--- src/design/srp_ram.sv ---
// Generic simple dual-port RAM (one write port, one read port) with registered read.
`timescale 1ns / 1ps
module srp_ram #(
  parameter int unsigned Width = 8,
  parameter int unsigned Depth = 16
) (
  input  logic                     clk_i,
  input  logic                     we_i,
  input  logic [$clog2(Depth)-1:0] waddr_i,
  input  logic [Width-1:0]         wdata_i,
  input  logic [$clog2(Depth)-1:0] raddr_i,
  output logic [Width-1:0]         rdata_o
);
  logic [Width-1:0] mem_q [Depth];
  always_ff @(posedge clk_i) begin
    if (we_i) mem_q[waddr_i] <= wdata_i;
    rdata_o <= mem_q[raddr_i];
  end
endmodule

--- config.mk ---
export PLATFORM = sky130hd
export DESIGN_NAME = srp_ram
export DESIGN_NICKNAME = d
export VERILOG_FILES = /design/src/design/srp_ram.sv
export SDC_FILE = /design/constraint.sdc
export NUM_CORES = 1
export LEC_CHECK = 0
export BUFFER_PORTS_ARGS = -buffer_cell sky130_fd_sc_hd__buf_2
export CORE_MARGIN = 2
export CORE_UTILIZATION = 55
export DETAILED_ROUTE_END_ITERATION = 8
export GPL_ROUTABILITY_DRIVEN = 0
export HOLD_SLACK_MARGIN = 0.03
export PLACE_DENSITY = 0.76
export SYNTH_ARGS = -nofsm -noshare
export SYNTH_HDL_FRONTEND = slang
export SYNTH_SLANG_ARGS = --single-unit
--- constraint.sdc ---
create_clock -name clk_i -period 2.1 [get_ports clk_i]
set_input_delay 0.315 -clock clk_i [delete_from_list [all_inputs] [get_ports clk_i]]
set_output_delay 0.315 -clock clk_i [all_outputs]
set_load 0.01 [all_outputs]
# Word level (Yosys, flattened, before mapping)
# Memories as Yosys holds them, arrays and structs flattened. A register that Yosys moved wholly into a read port is not among the register bits.
# Cells that the tools add are included.
dict set report word_totals {
  regBits 0
  latch_bits 0
  ram_bits 128
  rom_bits 0
  in_bits 18
  output_inout_bits 8
  wordCells 3
  n_memories 1
}
# memory depth width read_ports rd_clocked_by_memory_dff write_ports line_no
set memory_table {}
lappend memory_table {mem_q 16 8 1 1 1 14} ;# logic [Width-1:0] mem_q [Depth];
dict set report op_classes {
  add_sub_neg 0
  multipliers 0
  n_div 0
  magnitude_cmp 0
  n_eq_ne 0
  shifts 0
  n_mux 2
  n_bitwise 0
  reduce_logical 0
}
# op count
set ops {}
lappend ops {{1-bit 2-to-1 mux} 2}

# Longest topological paths before layout
# Gate-level depths: netlist of run 1.
dict set report depth {
  ltp_word 2
  mapped_depth 5
  ltp_nobuf 3
}

# Worst setup path before layout of run 1
# OpenSTA, ideal clock, no wires.
dict set report synth_path {
  path_kind {input -> register}
  from {input waddr_i[2]}
  to {memory mem_q[0][0], enable pin}
  setup_time_ns 0.383
  t_arrival_ns 1.425
  setup_slack_ns 0.292
  stages 2
  path_buffers 0
  path_cell_list {or3b_2 nor3_1}
}
# item line_no
set synth_rtl {}
lappend synth_rtl {{start: declaration} 9} ;# input logic [$clog2(Depth)-1:0] waddr_i,
lappend synth_rtl {{end: declaration} 14}
# Straight into the memory's write port.

==> results of run 1 <==
-- cell families after synthesis --
group                  Yosys count  synth area share
and+or+nand+nor                 35           0.03184
AOI/OAI and AO/OA               16           0.02334
DFF                            136            0.7778
buffers and inverters           10           0.01677
muxes                           32            0.1502
-- final cells by class --
type                            instances  area, µm²  area share
Clock inverter                         14      221.5     0.03606
Multi-Input combinational cell         83       1057      0.1721
Clock buffer                           18      417.9     0.06804
Tap cell                              111      138.9     0.02261
Timing Repair Buffer                   47      302.8     0.04930
Sequential cell                       136       4004      0.6519
-- through the flow --
step                      instance area [µm²]  setup WS (ns)  hold WS (ns)  power (mW)    util
final                                    6142         0.6587        0.1773       6.518  0.6711
after global routing                     6142         0.6106        0.1703       6.708  0.6711
after CTS                                6142         0.6667        0.1604       6.557  0.6711
after detailed placement                 5503         0.2614        0.6575       3.400  0.6012
after global placement                   5503         0.3592        0.6498       3.386  0.6012
after floorplan                          5147         0.2921        0.4139       3.267       -
-- layer usage --
layer  vias up  share of wire  GRT usage
met5         -              0          0
met1      1320           0.40     0.3159
met2       119           0.51     0.3590
met3        20          0.069    0.05756
met4         0          0.028     0.1096
li1       1085              -          -
-- cells in the final DEF, fill, tap and decap left out, types with 4 or more instances in the layout --
cell type  count
mux4_2        18
buf_2         25
buf_4         21
dfxtp_1        8
edfxtp_1     128
nor2_1        13
nor3_1         4
a22oi_1       16
nand2_1        9
clkbuf_16     16
bufinv_16      5
mux4_1        14
-- sequential cells by signal, indices dropped and copies added, names as in the netlist --
name	flops
rdata_o	8
mem_q	128
-- critical path: stages, from the launching register on --
cell      delay, ns
edfxtp_1       0.39
mux4_1         0.54
a22oi_1        0.29
nand2_1        0.10
-- worst paths after layout --
path | cells after the start | end
setup / recovery | 3 | rdata_o[2]
hold / removal | 1 | mem_q[7][6]
setup reg to reg | 3 | rdata_o[2]
hold reg to reg | 3 | rdata_o[5]
-- power by group through the flow --
stage               Combinational, mW  Clock [mW]  Sequential [mW]
finish                          0.291        3.17             3.06
floorplan                       0.154           0             3.11
global placement                0.278           0             3.11
CTS                             0.294        3.21             3.06
detailed placement              0.289           0             3.11
global route                    0.313        3.34             3.06
==> flow_summary_export.csv, run 1 <==
group,metric,value,unit
route,via_per_inst,6.220,
clock_tree,cts_tree,"built",
synthesis,synth.area.top_cells,"edfxtp_1 75%, mux4_2 7.9%, mux4_1 7.1%, dfxtp_1 3.1%, a22oi_1 2.3%",
synthesis,async_flop_share,0,
setup_path,cp.required,2.50,ns
sta,fmax,693.8,MHz
final_layout,fillers,557,
final_layout,nets,303,
sta,grt_setup_unrepaired,"no",
grt,grt-ovfl-total,0,
synthesis,yosysSeqAreaShare,0.7778,
placed_design,post-place-cells,377,
synthesis,yosysMostFrequentCell,"edfxtp_1",
synthesis,synth_top_area_frac,0.7467,
final_layout,n_antenna_cell,0,
sta,finalCritPeriodShare,0.6863,
power_and_ir_drop,peakVddDrop,0.0007012,V
final_layout,area_growth,19.32,%
clock_tree,clk_pin_slew_worst_paths,0.06,ns
placed_design,port_buffers,25,
route,avgRoutedWirePerCell,26.02,µm
sta,relSlewSlack,0.7134,
synthesis,synth_edf_count,128,
route,drt_iter0_drc,275,
clock_tree,root_buffer,"clkbuf_8",
power_and_ir_drop,p_int,5.217,mW
min_path,min_from,"wdata_i[6]",
run_status,run_status,"finished, final reports clean",
floorplanning,core,9153,µm²
clock_tree,postCtsHoldBufs,0,
synthesis,yosys_register_bits,136,
floorplanning,rows,35,
final_layout,drive_gt1_frac,0.3255,
setup_path,r2r_slack,0.66,ns
power_and_ir_drop,switching_share,0.1995,
power_and_ir_drop,power_switching,1.300,mW
synthesis,yosysUniqueCellTypes,19,
grt,grt_max_degree,33,
route,dr.pass1.iters,5,
setup_path,worstSetupPathType,"flop to flop",
sta,hold_viol,0,
sta,setup_viol_count_final,0,
route,ant_nets,0,
sta,final.setup.tns,0,ns
setup_path,end_kind,"flop",
clock_tree,clk_latency,0.52,ns
synthesis,synth_area,5147,µm²
power_and_ir_drop,p_leak,2.117,nW
grt,antenna_found_initial,0,
route,via_count,2544,
sta,slew_violations,0,
synthesis,synth_ff_type,"edfxtp_1",
setup_path,path_max_fanout,1,
floorplanning,die_h,100.7,µm
floorplanning,die-area,10150,µm²
synthesis,yosysWarnings,0,
placed_design,hpwl,6285,µm
synthesis,syn_nets,247,
floorplanning,ios,26,
route,drcViolationCount,0,
power_and_ir_drop,seq_power_share,0.469,
power_and_ir_drop,power.share.clock,0.487,
clock_tree,numCtsBuffers,17,
sta,clock_skew,0.004967,ns
route,routed_wl,10640,µm
clock_tree,h-tree-depth,4,
power_and_ir_drop,power_density,1061,nW/µm²
clock_tree,clk_path_buf_depth,2,
sta,max_slew.worst_pin.slew,0.4300,ns
clock_tree,cts_resized,0,
setup_path,arrival,1.84,ns
grt,grt_pass1_wl,15790,µm
floorplanning,die_width,100.7,µm
clock_tree,cts_sinks,136,
synthesis,synth_common_cells,"128 x edfxtp_1, 18 x mux4_2, 16 x a22oi_1",
setup_path,critPathLaunchType,"flop",
flow_run,maxCapViolations,0,
setup_path,crit_start,"mem_q[2][2]",
grt,globalRouteTotalUtil,0.2324,
final_layout,finalNonFillerCells,409,
synthesis,avgSynthCellArea,22.48,µm²
synthesis,yosysTopAreaCell,"edfxtp_1",
synthesis,syn_inst,229,
min_path,worstHoldPathType,"primary input to flop",
grt,grt_pass1_vias,2570,
setup_path,r2r-start,"mem_q[2][2]",
clock_tree,cts_setup_buffers,0,
sta,fin_crit,1.441,ns
floorplanning,initial_core_util,0.5624,
power_and_ir_drop,p_comb_frac,0.045,
No activity file was read; power rests on OpenSTA's default activity.
==> run 2: changes to the inputs <==
--- a/config.mk
+++ b/config.mk
@@ -5,13 +5,14 @@
 export SDC_FILE = /design/constraint.sdc
 export NUM_CORES = 1
 export LEC_CHECK = 0
+export ABC_AREA = 1
 export BUFFER_PORTS_ARGS = -buffer_cell sky130_fd_sc_hd__buf_2
 export CORE_MARGIN = 2
 export CORE_UTILIZATION = 55
 export DETAILED_ROUTE_END_ITERATION = 8
 export GPL_ROUTABILITY_DRIVEN = 0
 export HOLD_SLACK_MARGIN = 0.03
-export PLACE_DENSITY = 0.76
+export PLACE_DENSITY = 0.75
 export SYNTH_ARGS = -nofsm -noshare
 export SYNTH_HDL_FRONTEND = slang
 export SYNTH_SLANG_ARGS = --single-unit
==> constraint.sdc (replaced) <==
create_clock -name clk_i -period 1.5 [get_ports clk_i]
set_input_delay 0.225 -clock clk_i [delete_from_list [all_inputs] [get_ports clk_i]]
set_output_delay 0.225 -clock clk_i [all_outputs]
set_load 0.01 [all_outputs]
==> run 2 against run 1 <==
Against the previous run:
- count of clock-buffer cells in the layout fell by 1
- hold slack got worse by 0.060 ns
- clock power rose by 19%
- largest power group is now registers
- clock skew rose by 0.0012 ns
- synthesized cell count rose by 140%
- via count rose by 55%
- final area rose by 8.7%
- critical path type is now flop to output port
- flip-flop and latch count did not move
==> flow_summary_export.csv, run 2 <==
group,metric,value,unit
run_status,run_status,"finished, final reports clean",
power_and_ir_drop,p_leak,2.921,nW
placed_design,port_buffers,25,
synthesis,yosysUniqueCellTypes,12,
setup_path,r2r_slack,0.48,ns
setup_path,critPathLaunchType,"flop",
floorplanning,die_width,106.4,µm
clock_tree,clk_pin_slew_worst_paths,0.06,ns
route,via_count,3951,
grt,antenna_found_initial,0,
min_path,holdPathStages,1,
synthesis,synth_ff_type,"edfxtp_1",
final_layout,top_register,"mem_q",
floorplanning,core,10230,µm²
setup_path,slowest_stage,"dfxtp_1",
floorplanning,die_h,106.4,µm
synthesis,yosys_register_bits,136,
setup_path,arrival,1.05,ns
setup_path,max_stage_delay,0.37,ns
grt,globalRouteTotalUtil,0.2520,
final_layout,area_growth,15.75,%
final_layout,nets,617,
grt,grt-ovfl-total,0,
sta,relSlewSlack,0.6469,
synthesis,yosysTopAreaCell,"edfxtp_1",
setup_path,crit_start,"rdata_o[1]",
floorplanning,die-area,11320,µm²
final_layout,n_antenna_cell,0,
setup_path,cp.required,1.27,ns
setup_path,r2r-end,"rdata_o[2]",
final_layout,layout_common_cells,"173 x nand2_1, 128 x edfxtp_1, 100 x inv_1",
floorplanning,initial_core_util,0.5637,
synthesis,yosysWarnings,0,
setup_path,worstSetupPathType,"flop to output port",
synthesis,synth_area,5767,µm²
clock_tree,cts_resized,0,
sta,grt_setup_unrepaired,"no",
synthesis,synth_top_area_frac,0.6665,
setup_path,path_max_fanout,1,
setup_path,cp.depth,1,
synthesis,yosysMostFrequentCell,"nand2_1",
final_layout,reg_top3,"mem_q: 128 flops, rdata_o: 8 flops",
grt,grt_pass1_vias,3903,
clock_tree,h-tree-depth,4,
sta,fmax,784.6,MHz
route,via_per_inst,5.282,
sta,setup_viol_count_final,0,
setup_path,r2r-start,"mem_q[10][2]",
clock_tree,clk_path_buf_depth,2,
sta,finalCritPeriodShare,0.8497,
sta,slew_violations,0,
min_path,worstHoldPathType,"primary input to flop",
clock_tree,cts_sinks,136,
setup_path,r2r_cells,6,
route,routed_wl,12950,µm
clock_tree,numCtsBuffers,17,
floorplanning,rows,37,
route,ant_nets,0,
clock_tree,postCtsHoldBufs,0,
placed_design,placed_area,6131,µm²
setup_path,cp_num_buf_inv,1,
synthesis,async_flop_share,0,
setup_path,end_kind,"output port",
route,drt_iter0_drc,313,
grt,grt_max_degree,37,
synthesis,syn_inst,551,
final_layout,fin_area,6675,µm²
synthesis,synth_common_cells,"173 x nand2_1, 128 x edfxtp_1, 100 x inv_1",
final_layout,final_common_cell,"nand2_1",
synthesis,synth.area.top_cells,"edfxtp_1 67%, nand2_1 11%, nand3_1 8.4%, inv_1 6.5%, dfxtp_1 2.8%",
route,dr.pass1.iters,5,
grt,grt_pass1_wl,20650,µm
power_and_ir_drop,power_density,1289,nW/µm²
route,avgRoutedWirePerCell,17.31,µm
setup_path,path_cells,"buf_2",
sta,max_slew.worst_pin.slew,0.5291,ns
final_layout,finalNonFillerCells,748,
synthesis,synth_edf_count,128,
sta,clock_skew,0.006148,ns
clock_tree,clk_latency,0.53,ns
setup_path,crit_end,"rdata_o[1]",
synthesis,avgSynthCellArea,10.47,µm²
synthesis,syn_nets,569,
clock_tree,cts_tree,"built",
placed_design,hpwl,7968,µm
sta,hold_viol,0,
flow_run,maxCapViolations,0,
power_and_ir_drop,peakVddDrop,0.0007291,V
clock_tree,root_buffer,"clkbuf_8",
route,drcViolationCount,0,
final_layout,drive_gt1_frac,0.1422,
clock_tree,cts_setup_buffers,0,
floorplanning,ios,26,
synthesis,yosysSeqAreaShare,0.6943,
final_layout,fillers,747,
placed_design,post-place-cells,716,
setup_path,crit_family,"flip-flops",
sta,fin_crit,1.274,ns
final_layout,largest_reg_flops,128,
sta,final.setup.tns,0,ns
## run 2: cell types whose count changed after synthesis, moves of 3 or more
cell | before | now
nand2_1 | 9 | 173
inv_1 | 0 | 100
nand3_1 | 1 | 97
mux4_2 | 18 | 0
a22oi_1 | 16 | 0
mux4_1 | 14 | 0
buf_2 | 3 | 13
nor2_1 | 13 | 17
nor3_1 | 4 | 0
buf_4 | 1 | 4
buf_6 | 3 | 6
clkdlybuf4s25_2 | 3 | 0
## run 2: area by class of cell
class | instances | area, µm² | share of cell area
multi-input cells | 289 | 1214 | 0.1818
well taps | 136 | 170.2 | 0.02549
repair buffers | 53 | 360.3 | 0.05398
inverters | 102 | 382.9 | 0.05736
flip-flops and latches | 136 | 4004 | 0.5998
clock buffers | 17 | 414.1 | 0.06204
clock inverters | 15 | 130.1 | 0.01949
## run 2: cells by family (layout without fill, tap and decap cells)
family,count (synthesis),after routing,synth area share
buffers and inverters,126,187,0.09525
DFF,136,136,0.6943
and+or+nand+nor,289,289,0.2105
## run 2: metal layers
metal | vias up | part of all wire | global-route usage | wire length [µm]
met3 | 46 | 0.085 | 0.06009 | 1106
met2 | 197 | 0.50 | 0.3938 | 6415
met1 | 1841 | 0.38 | 0.3242 | 4879
met5 | - | 0 | 0 | 0
met4 | 0 | 0.042 | 0.1429 | 543
li1 | 1867 | - | - | -
## run 2: worst min path at each step
stage | slack [ns] | to | startpoint
3_3_place_gp | 0.62 | rdata_o[7] | rdata_o[7]
4_1_cts | 0.08 | mem_q[13][2] | wdata_i[2]
3_5_place_dp | 0.63 | rdata_o[2] | rdata_o[2]
2_1_floorplan | 0.32 | mem_q[0][0] | wdata_i[0]
5_1_grt | 0.10 | mem_q[13][2] | wdata_i[2]
6_report | 0.12 | mem_q[13][2] | wdata_i[2]
## run 2: through the flow
step           utilization  worst slack (ns)  power (mW)  hold WS, ns
6_report            0.6524            0.2255       8.605       0.1171
5_1_grt             0.6524            0.2017       8.856       0.1038
4_1_cts             0.6524            0.1968       8.632      0.07791
3_5_place_dp        0.5992            0.1008       4.891       0.6267
3_3_place_gp        0.5992            0.1256       4.876       0.6231
2_1_floorplan            -            0.3242       4.660       0.3239
## run 2: report_power, final
group | internal, mW | leakage [nW] | switching, mW
registers | 4.25 | 1.22 | 0.0308
logic | 0.167 | 1.44 | 0.375
clock network | 2.19 | 0.252 | 1.59
total | 6.61 | 2.92 | 2.00
