**src/design/srp_pkg.sv**
```systemverilog
// Package for the paged shelf rectangle packer: constants, types and codes.
`timescale 1ns / 1ps
package srp_pkg;
  localparam int unsigned MaxPages     = 8;
  localparam int unsigned MaxShelves   = 64;
  localparam int unsigned MaxPageSide  = 4096;
  localparam int unsigned DefaultSide  = 1024;
  localparam int unsigned PageW        = $clog2(MaxPages);
  localparam int unsigned ShelfW       = $clog2(MaxShelves);
  localparam int unsigned SlotW        = PageW + ShelfW;
  localparam int unsigned Slots        = MaxPages * MaxShelves;
  localparam int unsigned DimW         = 13;
  localparam int unsigned SumW         = 15;
  localparam int unsigned CountW       = ShelfW + 1;
  localparam int unsigned OpenW        = PageW + 1;
  localparam int unsigned ShelfWordW   = 3 * DimW;

  localparam logic [1:0] StatOk    = 2'd0;
  localparam logic [1:0] StatBlank = 2'd1;
  localparam logic [1:0] StatNoRoom = 2'd2;
  localparam logic [1:0] StatBig   = 2'd3;

  localparam logic [1:0] RegPageSize  = 2'd0;
  localparam logic [1:0] RegPageLimit = 2'd1;
  localparam logic [1:0] RegPad       = 2'd2;

  // one shelf entry: top, height, cursor
  typedef struct packed {
    logic [DimW-1:0] top;
    logic [DimW-1:0] tall;
    logic [DimW-1:0] cursor;
  } shelf_t;

  // per-page summary handed along the cell chain
  typedef struct packed {
    logic              hit;
    logic [PageW-1:0]  page;
    logic              new_shelf;
    logic [ShelfW-1:0] shelf;
  } find_t;
endpackage

```
**src/design/srp_page_cell.sv**
```systemverilog
// One page cell: holds fill and shelf count of its page, tests a new shelf,
// and merges the first-fit result handed from the previous cell.
`timescale 1ns / 1ps
module srp_page_cell (
  input  logic                          clk_i,
  input  logic                          rst_ni,
  input  logic [srp_pkg::PageW-1:0]     page_i,
  input  logic                          clear_i,
  input  logic                          open_i,
  input  logic                          commit_i,
  input  logic [srp_pkg::PageW-1:0]     commit_page_i,
  input  logic [srp_pkg::DimW-1:0]      h_i,
  input  logic [srp_pkg::DimW-1:0]      side_i,
  input  srp_pkg::find_t                prev_i,
  output srp_pkg::find_t                next_o,
  output logic [srp_pkg::DimW-1:0]      fill_o,
  output logic [srp_pkg::CountW-1:0]    total_o
);
  logic [srp_pkg::DimW-1:0]   fill_q, fill_d;
  logic [srp_pkg::CountW-1:0] total_q, total_d;
  logic [srp_pkg::SumW-1:0]   need;
  logic                       room;

  assign need = {2'b00, fill_q} + {2'b00, h_i};
  assign room = open_i && (total_q < srp_pkg::CountW'(srp_pkg::MaxShelves))
                && (need <= {2'b00, side_i});

  always_comb begin
    next_o = prev_i;
    if (!prev_i.hit && room) begin
      next_o.hit       = 1'b1;
      next_o.page      = page_i;
      next_o.new_shelf = 1'b1;
      next_o.shelf     = total_q[srp_pkg::ShelfW-1:0];
    end
    fill_d  = fill_q;
    total_d = total_q;
    if (clear_i) begin
      fill_d  = '0;
      total_d = '0;
    end else if (commit_i && commit_page_i == page_i) begin
      fill_d  = need[srp_pkg::DimW-1:0];
      total_d = total_q + 1'b1;
    end
  end

  always_ff @(posedge clk_i or negedge rst_ni) begin
    if (!rst_ni) begin
      fill_q  <= '0;
      total_q <= '0;
    end else begin
      fill_q  <= fill_d;
      total_q <= total_d;
    end
  end

  assign fill_o  = fill_q;
  assign total_o = total_q;
endmodule

```
**config.mk**
```make
export PLATFORM = sky130hd
export DESIGN_NAME = srp_page_cell
export DESIGN_NICKNAME = d
export VERILOG_FILES = /design/src/design/srp_pkg.sv /design/src/design/srp_page_cell.sv
export SDC_FILE = /design/constraint.sdc
export NUM_CORES = 1
export LEC_CHECK = 0
export BUFFER_PORTS_ARGS = -buffer_cell sky130_fd_sc_hd__buf_2
export CAP_MARGIN = 20
export CORE_MARGIN = 1
export CORE_UTILIZATION = 40
export DETAILED_ROUTE_END_ITERATION = 8
export GPL_ROUTABILITY_DRIVEN = 1
export GPL_TIMING_DRIVEN = 0
export HOLD_SLACK_MARGIN = 0.05
export PLACE_DENSITY = 0.75
export REMOVE_ABC_BUFFERS = 1
export SYNTH_ARGS = -nofsm -noshare
export SYNTH_HDL_FRONTEND = slang
export SYNTH_SLANG_ARGS = --single-unit
export TNS_END_PERCENT = 5
```
**constraint.sdc**
```tcl
create_clock -name clk_i -period 5.15 [get_ports clk_i]
set_clock_uncertainty 0.1 [all_clocks]
set_input_delay 0.2575 -clock clk_i [delete_from_list [all_inputs] [get_ports clk_i]]
set_output_delay 0.2575 -clock clk_i [all_outputs]
set_load 0.01 [all_outputs]
```
======== Yosys cells after proc, flatten, opt, wreduce, memory -nomap -nowiden ========
Index checks and enable logic that the tools add are counted.
word-level totals
  flip-flop bits (word level) ............. 20
  latch bits .............................. 0
  bits in writable memories ............... 0
  ROM bits ................................ 0
  input bits .............................. 48
  output and inout bits ................... 31
  word-level logic and storage cells ...... 18
  memories kept ........................... 0
operators by class
  $add $sub $neg .......................... 2
  multiply operators ...................... 0
  div/mod/pow operators ................... 0
  order comparisons ....................... 2
  eq/ne operators ......................... 1
  shift-type cells ........................ 0
  multiplexer cells ....................... 5
  bitwise gates (word level) .............. 0
  reductions and logical operators ........ 6
operators with widths
  operator             count
  $mux 13              2
  $add 13x13->14       1
  $le 14x13->1         1
  $mux 7               2
  $mux 11              1
  $add 7x1->7 const B  1
  $lt 7x7->1 const B   1
  $logic_and 1x1->1    4
  $eq 3x3->1           1
  $reduce_bool 2->1    1
  $logic_not 1->1      1

======== Depth between registers and ports, before layout ========
Gate-level depths: netlist of the first run.
  word-level depth ........................ 5
  mapped depth ............................ 17
  mapped depth without buffers ............ 16

======== Worst setup path after synthesis of the first run ========
OpenSTA, ideal clock, no wires.
  path kind ............................... register to output
  from .................................... register fill_q (netlist bit fill_o[0])
  to ...................................... output port next_o[0] (netlist bit)
  arrival time ............................ 3405 ps
  data required time ...................... 4793 ps
  path slack .............................. 1387 ps
  stages on the path, launching flop included .. 17
  path buffers ............................ 1
  path through ............................ dfrtp_1 ha_1 inv_1 fa_1 nor2b_1 o31a_1 o22ai_1 o31a_1 xnor2_1 ha_1 and3_1 a221oi_1 a41oi_1 a21oi_1 nand4bb_1 buf_6 mux2_4
RTL lines
  item                    RTL line             source
  from (decl)             srp_page_cell.sv:19  logic [srp_pkg::DimW-1:0] fill_q, fill_d;
  from (signal assigned)  srp_page_cell.sv:52  fill_q <= fill_d;
  to (decl)               srp_page_cell.sv:15  output srp_pkg::find_t next_o,

==> results of run 1 <==
-- power by group --
group	total, mW	internal, mW	switching, mW
Combinational	0.161	0.0773	0.0838
Sequential	0.165	0.161	0.00367
Clock	0.163	0.104	0.0586
Total	0.488	0.342	0.146
-- synthesized netlist by cell type, types with 2 or more instances --
master	number
nor2b_1	3
xor2_1	4
nor2_1	21
nor3_1	2
inv_1	21
and4_1	3
nand3_1	5
a21oi_1	16
dfrtp_1	20
mux2i_1	2
a21o_1	4
o22ai_1	4
ha_1	27
nand4_1	3
mux2_4	9
nor4b_1	3
clkbuf_1	7
o31a_1	2
o21a_1	6
o21ai_0	4
and3_1	2
xnor2_1	15
or3_1	2
a211oi_1	2
nand2_1	23
-- logic make-up (layout without fill, tap and decap cells) --
logic type	after synthesis	count (layout)	synth area share
xor+xnor	19	19	0.0833
buf+inv	29	104	0.0582
compound gates	51	51	0.173
mux	11	11	0.0776
fa+ha+maj	28	28	0.179
flops	20	20	0.250
simple gates	72	72	0.178
-- worst paths after layout --
| path | startpoint | endpoint | slack (ns) | depth (start not counted) |
|---|---|---|---|---|
| setup / recovery | fill_o[0]$_DFFE_PN0P_ | next_o[9] | 0.33 | 16 |
| hold / removal | clear_i | total_o[4]$_DFFE_PN0P_ | 0.29 | 2 |
| setup reg to reg | fill_o[0]$_DFFE_PN0P_ | fill_o[12]$_DFFE_PN0P_ | 2.54 | 9 |
| hold reg to reg | fill_o[3]$_DFFE_PN0P_ | fill_o[3]$_DFFE_PN0P_ | 0.44 | 2 |
| max in group asynchronous | rst_ni | fill_o[12]$_DFFE_PN0P_ | 4.23 | 2 |
| min in group asynchronous | rst_ni | fill_o[3]$_DFFE_PN0P_ | 0.38 | 2 |
-- cell type report --
class | instances | area (um^2) | share of cell area
tap | 67 | 83.8 | 0.0333
timing repair buffer | 79 | 400 | 0.159
clock inverter | 1 | 30.0 | 0.0119
inverter | 21 | 78.8 | 0.0313
multi-input combinational | 181 | 1390 | 0.550
sequential | 20 | 500 | 0.199
clock buffer | 3 | 41.3 | 0.0164
-- state kept, by name, indices dropped and copies added, names as in the netlist --
signal,count
total_o,7
fill_o,13
-- repair_timing --
action | CTS | global route
setup endpoints to repair | 0 | 9
endpoints found under the hold margin | 20 | 0
gates resized for setup | 0 | 1
hold buffers | 1 | 0
-- routing by layer --
metal	GRT usage	vias to the layer above	share of wire
li1	-	967	-
met1	0.249	864	0.45
met2	0.331	62	0.49
met3	0.0235	4	0.048
met4	0.0414	0	0.0071
met5	0	-	0
-- per-stage QoR --
step                      instance area (um^2)  setup slack, ns  utilization  hold slack (ns)  std cells
after floorplan                           1960             1.02            -           -0.138        222
after global placement                    2430            0.432        0.512            0.143        367
after detailed placement                  2430            0.337        0.512            0.153        367
after CTS                                 2520           0.0347        0.529            0.294        372
after global routing                      2520           0.0560        0.530            0.306        372
final                                     2520            0.327        0.530            0.294        372
-- worst max-delay path, cell delays in order (launching register included) --
cell and delay (ns):
dfrtp_1 0.37, ha_1 0.17, inv_1 0.06, fa_1 0.40
nor2b_1 0.19, o31a_1 0.21, o22ai_1 0.16, o31a_1 0.37
xnor2_1 0.20, ha_1 0.27, and3_1 0.21, a221oi_1 0.24
a41oi_1 0.07, a21oi_1 0.26, nand4bb_2 0.44, mux2_4 0.44
buf_2 0.14
==> run summary, run 1 <==
Crit path DAT: 4.47 ns
Max Clk Rate: 207 MHz
Top cell type's share of synthesized area: 0.250
Max-slew violation count: 0
Cts bufs inserted: 3
1st-iter DRT viols: 85
Synthesis-to-finish area growth: 26.2%
Startpoint Class: flop
Maximum vdd drop: 0.105 mV
Root buffer cell: clkbuf_8
Total Power: 488 uW
Leakage: 1.38 nW
Avg Cell Area, Syn: 8.69 um^2
GRT Overall Usage: 0.189
Initial Util: 0.420
Residual DRC: 0
Post-CTS setup buffers: 0
Final Hold Vio Count: 0
Crit path kind: reg -> out
RePlAce Congestion: 0.877
Required time of the worst setup path: 4.79 ns
Max cap viols: 0
Die Area: 5280 um^2
RSZ-0062 raised after global routing: false
Cell taking the most area after synthesis: dfrtp_1
Crit end category: output port
H-tree depth: 1
Clock Sinks: 20
Largest net degree at the start of global routing: 22
Die W: 72.7 um
Most frequent cells in the layout: buf_2 (78), ha_1 (27), nand2_1 (23)
CTS tree: yes
Slew margin rel.: 0.380
Die height: 72.7 um
Total core area: 4750 um^2
Tmin final: 4.82 ns
Ys async rst share: 1.00
Top FF cell, synth: dfrtp_1
DR WL/cell: 13.2 um
Antenna diode count: 0
Worst-path maximum fanout: 10
Post-route clock period utilization: 0.936
IO Port Bufs: 78
Share of cells above drive strength 1: 0.315
Initial antenna violation count: 0
Post-DP HPWL: 3.90 mm
Final setup vio count: 0
Top cells by area, synth: dfrtp_1 (25%), ha_1 (17%), mux2_4 (6.8%)
Via count: 1897
DRT Pass-1 Iters: 4
Fill count: 480
Synth warnings: 0
Power Dens Cells: 194 nW/um^2
Vias per std cell: 5.10
Grt ovf: 0
Rows: 25
Syn Inst Count: 230
Mapped cell area: 2000 um^2
Post-synth cell types: 45
Antenna viol nets, final: 0
Commonest non-fill, non-tap cell in the layout: buf_2
Run status: finished, final reports clean
IO Pins: 79
Number of synthesized flops with an enable pin: 0
Final setup TNS: 0 ns
Clk_lat worst skew: 0.27 ns
Tightest Pin Transition: 0.927 ns
Worst-path clk slew: 0.08 ns
Post-Route WL: 4.92 mm
Vias in the first global route: 1717
#FFs+latches synth: 20
First-pass GRT wire length: 7.78 mm
Worst Hold Class: in -> reg
Sequential share of the synthesized area: 0.250
Clock buffer depth: 2
Final #Nets: 382
Power figures use the tool's default switching activity.
==> run 2, diff against run 1 <==
clock period = 5 ns   (was 5.15 ns; I/O delays follow)
==> run summary, run 2 (synthesis results as in run 1) <==
Hold Path Stages: 2 (unchanged)
Flop-to-flop setup slack: 2.39 ns (-0.15 ns)
Total core area: 4750 um^2 (unchanged)
Register area: 500 um^2 (unchanged)
Maximum vdd drop: 0.109 mV (+3.6%)
P_int: 353 uW (+3.1%)
DRT Pass-1 Iters: 4 (unchanged)
Initial Util: 0.420 (unchanged)
First-pass GRT wire length: 7.75 mm (-0.45%)
Design Area, Final: 2530 um^2 (+0.45%)
Tightest Pin Transition: 0.957 ns (+0.0303 ns)
Root buffer cell: clkbuf_8
Die W: 72.7 um (unchanged)
Max Clk Rate: 213 MHz
Antenna diode count: 0 (unchanged)
Worst Hold End: total_o[4]$_DFFE_PN0P_
Crit path kind: reg -> out
Seq pwr share: 0.336 (about the same)
Clk_lat worst skew: 0.27 ns (about the same)
Cts bufs inserted: 3 (unchanged)
1st-iter DRT viols: 84 (-1.2%)
Max cap viols: 0 (unchanged)
Hold Startpoint: clear_i
Clock Sinks: 20 (unchanged)
Worst path slowest cell: fa_1
Power Dens Cells: 199 nW/um^2 (+2.7%)
Residual DRC: 0 (unchanged)
Worst Hold Class: in -> reg
Final setup vio count: 0 (unchanged)
Via count: 1901 (+0.21%)
Run status: finished, final reports clean
CTS tree: yes
Worst-path maximum fanout: 10 (unchanged)
Crit end category: output port
Final #Nets: 382 (unchanged)
IO Pins: 79 (unchanged)
Commonest non-fill, non-tap cell in the layout: buf_2
Post-DP HPWL: 3.90 mm (unchanged)
Reg-to-reg endpoint: fill_o[12]$_DFFE_PN0P_
R2R cell count: 9 (unchanged)
Logic pwr share: 0.332 (+0.002)
GR Util met1: 0.249 (unchanged)
Required time of the worst setup path: 4.65 ns (-0.14 ns)
RePlAce Congestion: 0.877 (unchanged)
RSZ-0062 raised after global routing: false
Largest net degree at the start of global routing: 22 (unchanged)
FF-to-FF Start: fill_o[0]$_DFFE_PN0P_
Most frequent cells in the layout: buf_2 (78), ha_1 (27), nand2_1 (23)
IO Port Bufs: 78 (unchanged)
Initial antenna violation count: 0 (unchanged)
Post-route clock period utilization: 0.938
Vias per std cell: 5.11 (+0.21%)
Synthesis-to-finish area growth: 26.7%
Share of cells above drive strength 1: 0.315 (unchanged)
Leakage: 1.38 nW (+0.15%)
H-tree depth: 1 (unchanged)
Rows: 25 (unchanged)
Met3 Use GR: 0.0235 (unchanged)
Sw Pwr: 151 uW (+3.4%)
Met2 usage in global routing: 0.329 (-0.00208)
Clk pwr share: 0.332 (about the same)
Worst-path clk slew: 0.08 ns (about the same)
Switching share of power: 0.300 (+0.000413)
Area post-placement: 2430 um^2 (unchanged)
Slew margin rel.: 0.360 (-0.0203)
GRT Max-Usage Layer: met2
Post-Route WL: 4.92 mm (about the same)
DR WL/cell: 13.2 um (about the same)
Crit path DAT: 4.34 ns (-0.13 ns)
Final Hold Vio Count: 0 (unchanged)
Die height: 72.7 um (unchanged)
Max-slew violation count: 0 (unchanged)
Multi-input logic area: 1400 um^2 (+0.81%)
Startpoint Class: flop
GRT Overall Usage: 0.188 (-0.000588)
Final setup TNS: 0 ns (unchanged)
Fill count: 479 (-0.21%)
Post-CTS setup buffers: 0 (unchanged)
Grt ovf: 0 (unchanged)
Clock buffer depth: 2 (unchanged)
Die Area: 5280 um^2 (unchanged)
CP cell instances: ha_1 -> inv_1 -> fa_1 -> nor2b_1 -> o31a_1 -> o22ai_1 -> o31a_1 -> xnor2_1 -> ha_1 -> and3_1 -> a221oi_1 -> a41oi_1 -> a21oi_1 -> nand4bb_4 -> mux2_4 -> buf_2
Tmin final: 4.69 ns
Antenna viol nets, final: 0 (unchanged)
Vias in the first global route: 1708 (-0.52%)
Slowest stage delay, CP: 0.40 ns (-0.04 ns)
Max reg flops: 13 (unchanged)
[run 2: cell count changes in the layout (fill, tap and decap cells not counted)]
cell,before,now
nand4bb_4,0,1
nand4bb_2,1,0
[run 2: cell type report]
class,count,area share
multi-input combinational,181,0.552
sequential,20,0.198
clock inverter,1,0.0119
tap,67,0.0331
clock buffer,3,0.0163
timing repair buffer,79,0.158
inverter,21,0.0311
[run 2: through the flow]
| step | power (mW) | cells | hold WS (ns) | worst slack (ns) | utilization |
|---|---|---|---|---|---|
| detailed placement | 0.338 | 367 | 0.145 | 0.195 | 0.512 |
| global route | 0.535 | 372 | 0.298 | 0.0363 | 0.533 |
| CTS | 0.507 | 372 | 0.287 | 0.129 | 0.530 |
| global placement | 0.333 | 367 | 0.136 | 0.289 | 0.512 |
| finish | 0.504 | 372 | 0.283 | 0.308 | 0.533 |
| floorplan | 0.279 | 222 | -0.146 | 0.882 | - |
[run 2: per-layer routing]
layer	wire [um]	up-vias	part of all wire
met5	0	-	0
met4	35	0	0.0071
met3	259	4	0.053
met2	2450	69	0.50
met1	2180	863	0.44
li1	-	965	-
[run 2: worst max-delay path, delay by kind of cell (launching register included)]
kind,cells,cell delay (ns)
and+or+nand+nor,3,0.71
AOI/OAI and AO/OA,6,1.37
adders and majority gates,3,0.84
muxes,1,0.39
buffers and inverters,2,0.20
DFF,1,0.37
xor gates and xnor gates,1,0.20
[run 2: how the worst max path moves through the flow]
stage                          start  slack, ns   endpoint
2_1_floorplan  fill_o[0]$_DFFE_PN0P_       0.88  next_o[0]
3_3_place_gp   fill_o[0]$_DFFE_PN0P_       0.29  next_o[9]
3_5_place_dp   fill_o[0]$_DFFE_PN0P_       0.19  next_o[9]
4_1_cts        fill_o[0]$_DFFE_PN0P_       0.13  next_o[9]
5_1_grt        fill_o[5]$_DFFE_PN0P_       0.04  next_o[0]
6_report       fill_o[0]$_DFFE_PN0P_       0.31  next_o[0]
[run 2: power by group through the flow]
stage / clock (mW) / sequential (mW) / combinational (mW)
after global placement: 0 / 0.173 / 0.161
after floorplan: 0 / 0.174 / 0.105
after detailed placement: 0 / 0.173 / 0.165
after global routing: 0.177 / 0.170 / 0.188
after CTS: 0.170 / 0.170 / 0.167
final: 0.167 / 0.170 / 0.167
[run 2: repair_timing]
item / in CTS / in global routing
resized for setup: 1 / 1
hold endpoints to repair: 20 / 0
setup endpoints to repair: 9 / 9
hold buffers: 1 / 0
pin swaps: 0 / 0
cloned: 0 / 0
==> run 3, diff against run 2 <==
ABC_AREA = 1   (was not set)
PLACE_DENSITY = 0.73   (was 0.75)
==> run summary, run 3 <==
Root buffer cell: clkbuf_8
Worst slack at placement: 1.27 ns (+1.07 ns)
Clk pwr share: 0.327 (-0.005)
Tightest Pin Transition: 0.500 ns (-0.458 ns)
Antenna viol nets, final: 0 (unchanged)
Worst path slowest cell: fa_1
Initial Util: 0.426 (+0.00568)
Crit end category: output port
Max reg flops: 13 (unchanged)
Top cells by area, synth: dfrtp_1 (22%), nand2_1 (18%), ha_1 (15%)
Post-route clock period utilization: 0.812 (-0.126)
Buf/Inv on CP: 4 (+2)
Most frequent cells in the layout: nand2_1 (109), buf_2 (78), inv_1 (57)
Startpoint Class: flop
Design Area, Final: 2760 um^2 (+8.9%)
Grt ovf: 0 (unchanged)
H-tree depth: 1 (unchanged)
RePlAce Congestion: 0.931 (+6.2%)
Sequential share of the synthesized area: 0.224 (-0.0261)
Register area: 500 um^2 (unchanged)
Required time of the worst setup path: 4.65 ns (about the same)
Run status: finished, final reports clean
Crit path DAT: 3.71 ns (-0.63 ns)
Leakage: 1.72 nW (+25%)
#FFs+latches synth: 20 (unchanged)
Top cells by count, synth: nand2_1 (109), inv_1 (57), nor2_1 (33)
Post-CTS setup buffers: 0 (unchanged)
Residual DRC: 0 (unchanged)
Slew margin rel.: 0.667 (+0.307)
Hold buffer count at cts: 1 (unchanged)
CP startpoint: fill_o[0]$_DFFE_PN0P_
Worst-path clk slew: 0.09 ns (about the same)
IO Pins: 79 (unchanged)
First-pass GRT wire length: 9.91 mm (+28%)
Top cell type's share of synthesized area: 0.224 (-0.0261)
IO Port Bufs: 78 (unchanged)
Clock buffer depth: 2 (unchanged)
Sw Pwr: 179 uW (+19%)
Mapped cell area: 2230 um^2 (+12%)
Cts bufs inserted: 3 (unchanged)
Ys async rst share: 1.00 (unchanged)
Vias in the first global route: 2299 (+35%)
Tmin final: 4.06 ns (-0.630 ns)
Power Dens Cells: 189 nW/um^2 (-4.8%)
DRT Pass-1 Iters: 4 (unchanged)
Syn Inst Count: 344 (+50%)
CP cell instances: ha_1 -> inv_1 -> fa_1 -> inv_1 -> nand3_1 -> nand2_1 -> nand3_1 -> nand3_1 -> nand2_1 -> and2_1 -> ha_1 -> inv_1 -> nor2_1 -> nand2_1 -> nor2_1 -> nand2_1 -> nand2_1 -> nand2_1 -> nand3_2 -> nand2_1 -> nand2_1 -> buf_2
Logic pwr share: 0.347 (+0.015)
Vias per std cell: 4.85 (-5.2%)
Max Clk Rate: 246 MHz (+16%)
Post-DP HPWL: 4.65 mm (+19%)
Post-synth cell types: 31 (-31%)
Most numerous cell in the Yosys netlist: nand2_1
Multi-input logic area: 1470 um^2 (+5.5%)
Cell taking the most area after synthesis: dfrtp_1
Die Area: 5880 um^2 (+11%)
Die height: 76.7 um (+5.5%)
Switching share of power: 0.343 (+0.0433)
Worst hold slack: 0.212 ns (-0.0707 ns)
Final setup vio count: 0 (unchanged)
FF-to-FF Start: fill_o[0]$_DFFE_PN0P_
Via count: 2389 (+26%)
Post-CTS Resized: 0 (-1)
Synthesis-to-finish area growth: 23.7%
Maximum vdd drop: 0.0921 mV (-15%)
Max cap viols: 0 (unchanged)
Clock Sinks: 20 (unchanged)
Final #Nets: 500 (+31%)
RSZ-0062 raised after global routing: false
Number of synthesized flops with an enable pin: 0 (unchanged)
End-of-flow core utilization: 0.527 (-0.00588)
Die W: 76.7 um (+5.5%)
Seq pwr share: 0.326 (-0.010)
Antenna diode count: 0 (unchanged)
Top FF cell, synth: dfrtp_1
P_int: 343 uW (-2.7%)
CP top delay family: simple AND/OR/NAND/NOR gates
Cell Count Post-Placement: 488 (+33%)
Rows: 26 (+4.0%)
Crit path kind: reg -> out
Fill count: 537 (+12%)
Total Power: 523 uW (+3.7%)
Commonest non-fill, non-tap cell in the layout: nand2_1
Final WS setup: 0.938 ns (+0.630 ns)
DR WL/cell: 11.7 um (-11%)
Worst path most repeated cell: nand2_1
Finished Layout Cells: 493 (+33%)
Post-Route WL: 5.78 mm (+17%)
Share of cells above drive strength 1: 0.227 (-0.0878)
Total core area: 5240 um^2 (+10%)
Avg Cell Area, Syn: 6.49 um^2 (-25%)
Final Hold Vio Count: 0 (unchanged)
1st-iter DRT viols: 86 (+2.4%)
Initial antenna violation count: 0 (unchanged)
Slowest stage delay, CP: 0.40 ns (about the same)
Max-slew violation count: 0 (unchanged)
CTS tree: yes
Worst Hold Class: in -> reg
GRT Overall Usage: 0.205 (+0.0169)
Final setup TNS: 0 ns (unchanged)
Clk_lat worst skew: 0.27 ns (about the same)
Area post-placement: 2680 um^2 (+10%)
Worst-path maximum fanout: 11 (+1)
Largest net degree at the start of global routing: 21 (-4.5%)
Synth warnings: 0 (unchanged)
Hold Startpoint: clear_i
-- run 3: cell types whose count changed after synthesis, sizes merged, moves of 6 or more --
| cell | change |
|---|---|
| xnor2 | -12 |
| nand4 | +12 |
| nand3 | +14 |
| o21ai | +8 |
| nand2 | +90 |
| o21a | -6 |
| mux2 | -9 |
| clkbuf | -7 |
| inv | +39 |
| nor2 | +16 |
-- run 3: cells by family after synthesis --
logic type | Yosys count | share of synthesized area
AOI/OAI and AO/OA | 31 | 0.0824
adders and majority gates | 28 | 0.160
xor gates and xnor gates | 9 | 0.0353
buffers and inverters | 64 | 0.115
DFF | 20 | 0.224
and+or+nand+nor | 192 | 0.382
-- run 3: path summary, 6_finish.rpt --
check,end,slack [ns],depth (start not counted)
worst max-delay path,next_o[9],0.94,22
max in group asynchronous,fill_o[12]$_DFFE_PN0P_,4.09,2
worst min register to register,fill_o[10]$_DFFE_PN0P_,0.41,2
worst max register to register,fill_o[4]$_DFFE_PN0P_,2.91,8
min in group asynchronous,fill_o[7]$_DFFE_PN0P_,0.37,2
worst min-delay path,total_o[6]$_DFFE_PN0P_,0.21,2
-- run 3: per-layer routing --
layer / wire (um) / part of all wire / GRT usage / up-vias
met4: 25 / 0.0043 / 0.0404 / 0
met1: 2840 / 0.49 / 0.270 / 1075
li1: - / - / - / 1253
met5: 0 / 0 / 0 / -
met3: 198 / 0.034 / 0.0369 / 4
met2: 2710 / 0.47 / 0.349 / 57
-- run 3: final cells by class --
type	count	area share
repair buffers	79	0.145
inverters	60	0.0816
multi-input cells	260	0.534
clock buffers	3	0.0150
flip-flops and latches	20	0.181
clock inverters	1	0.0109
well taps	70	0.0317
-- run 3: power by group through the flow --
stage	registers [mW]	logic, mW	clock network, mW
finish	0.170	0.182	0.171
floorplan	0.175	0.116	0
detailed placement	0.173	0.180	0
global route	0.171	0.208	0.184
global placement	0.173	0.176	0
CTS	0.170	0.182	0.174
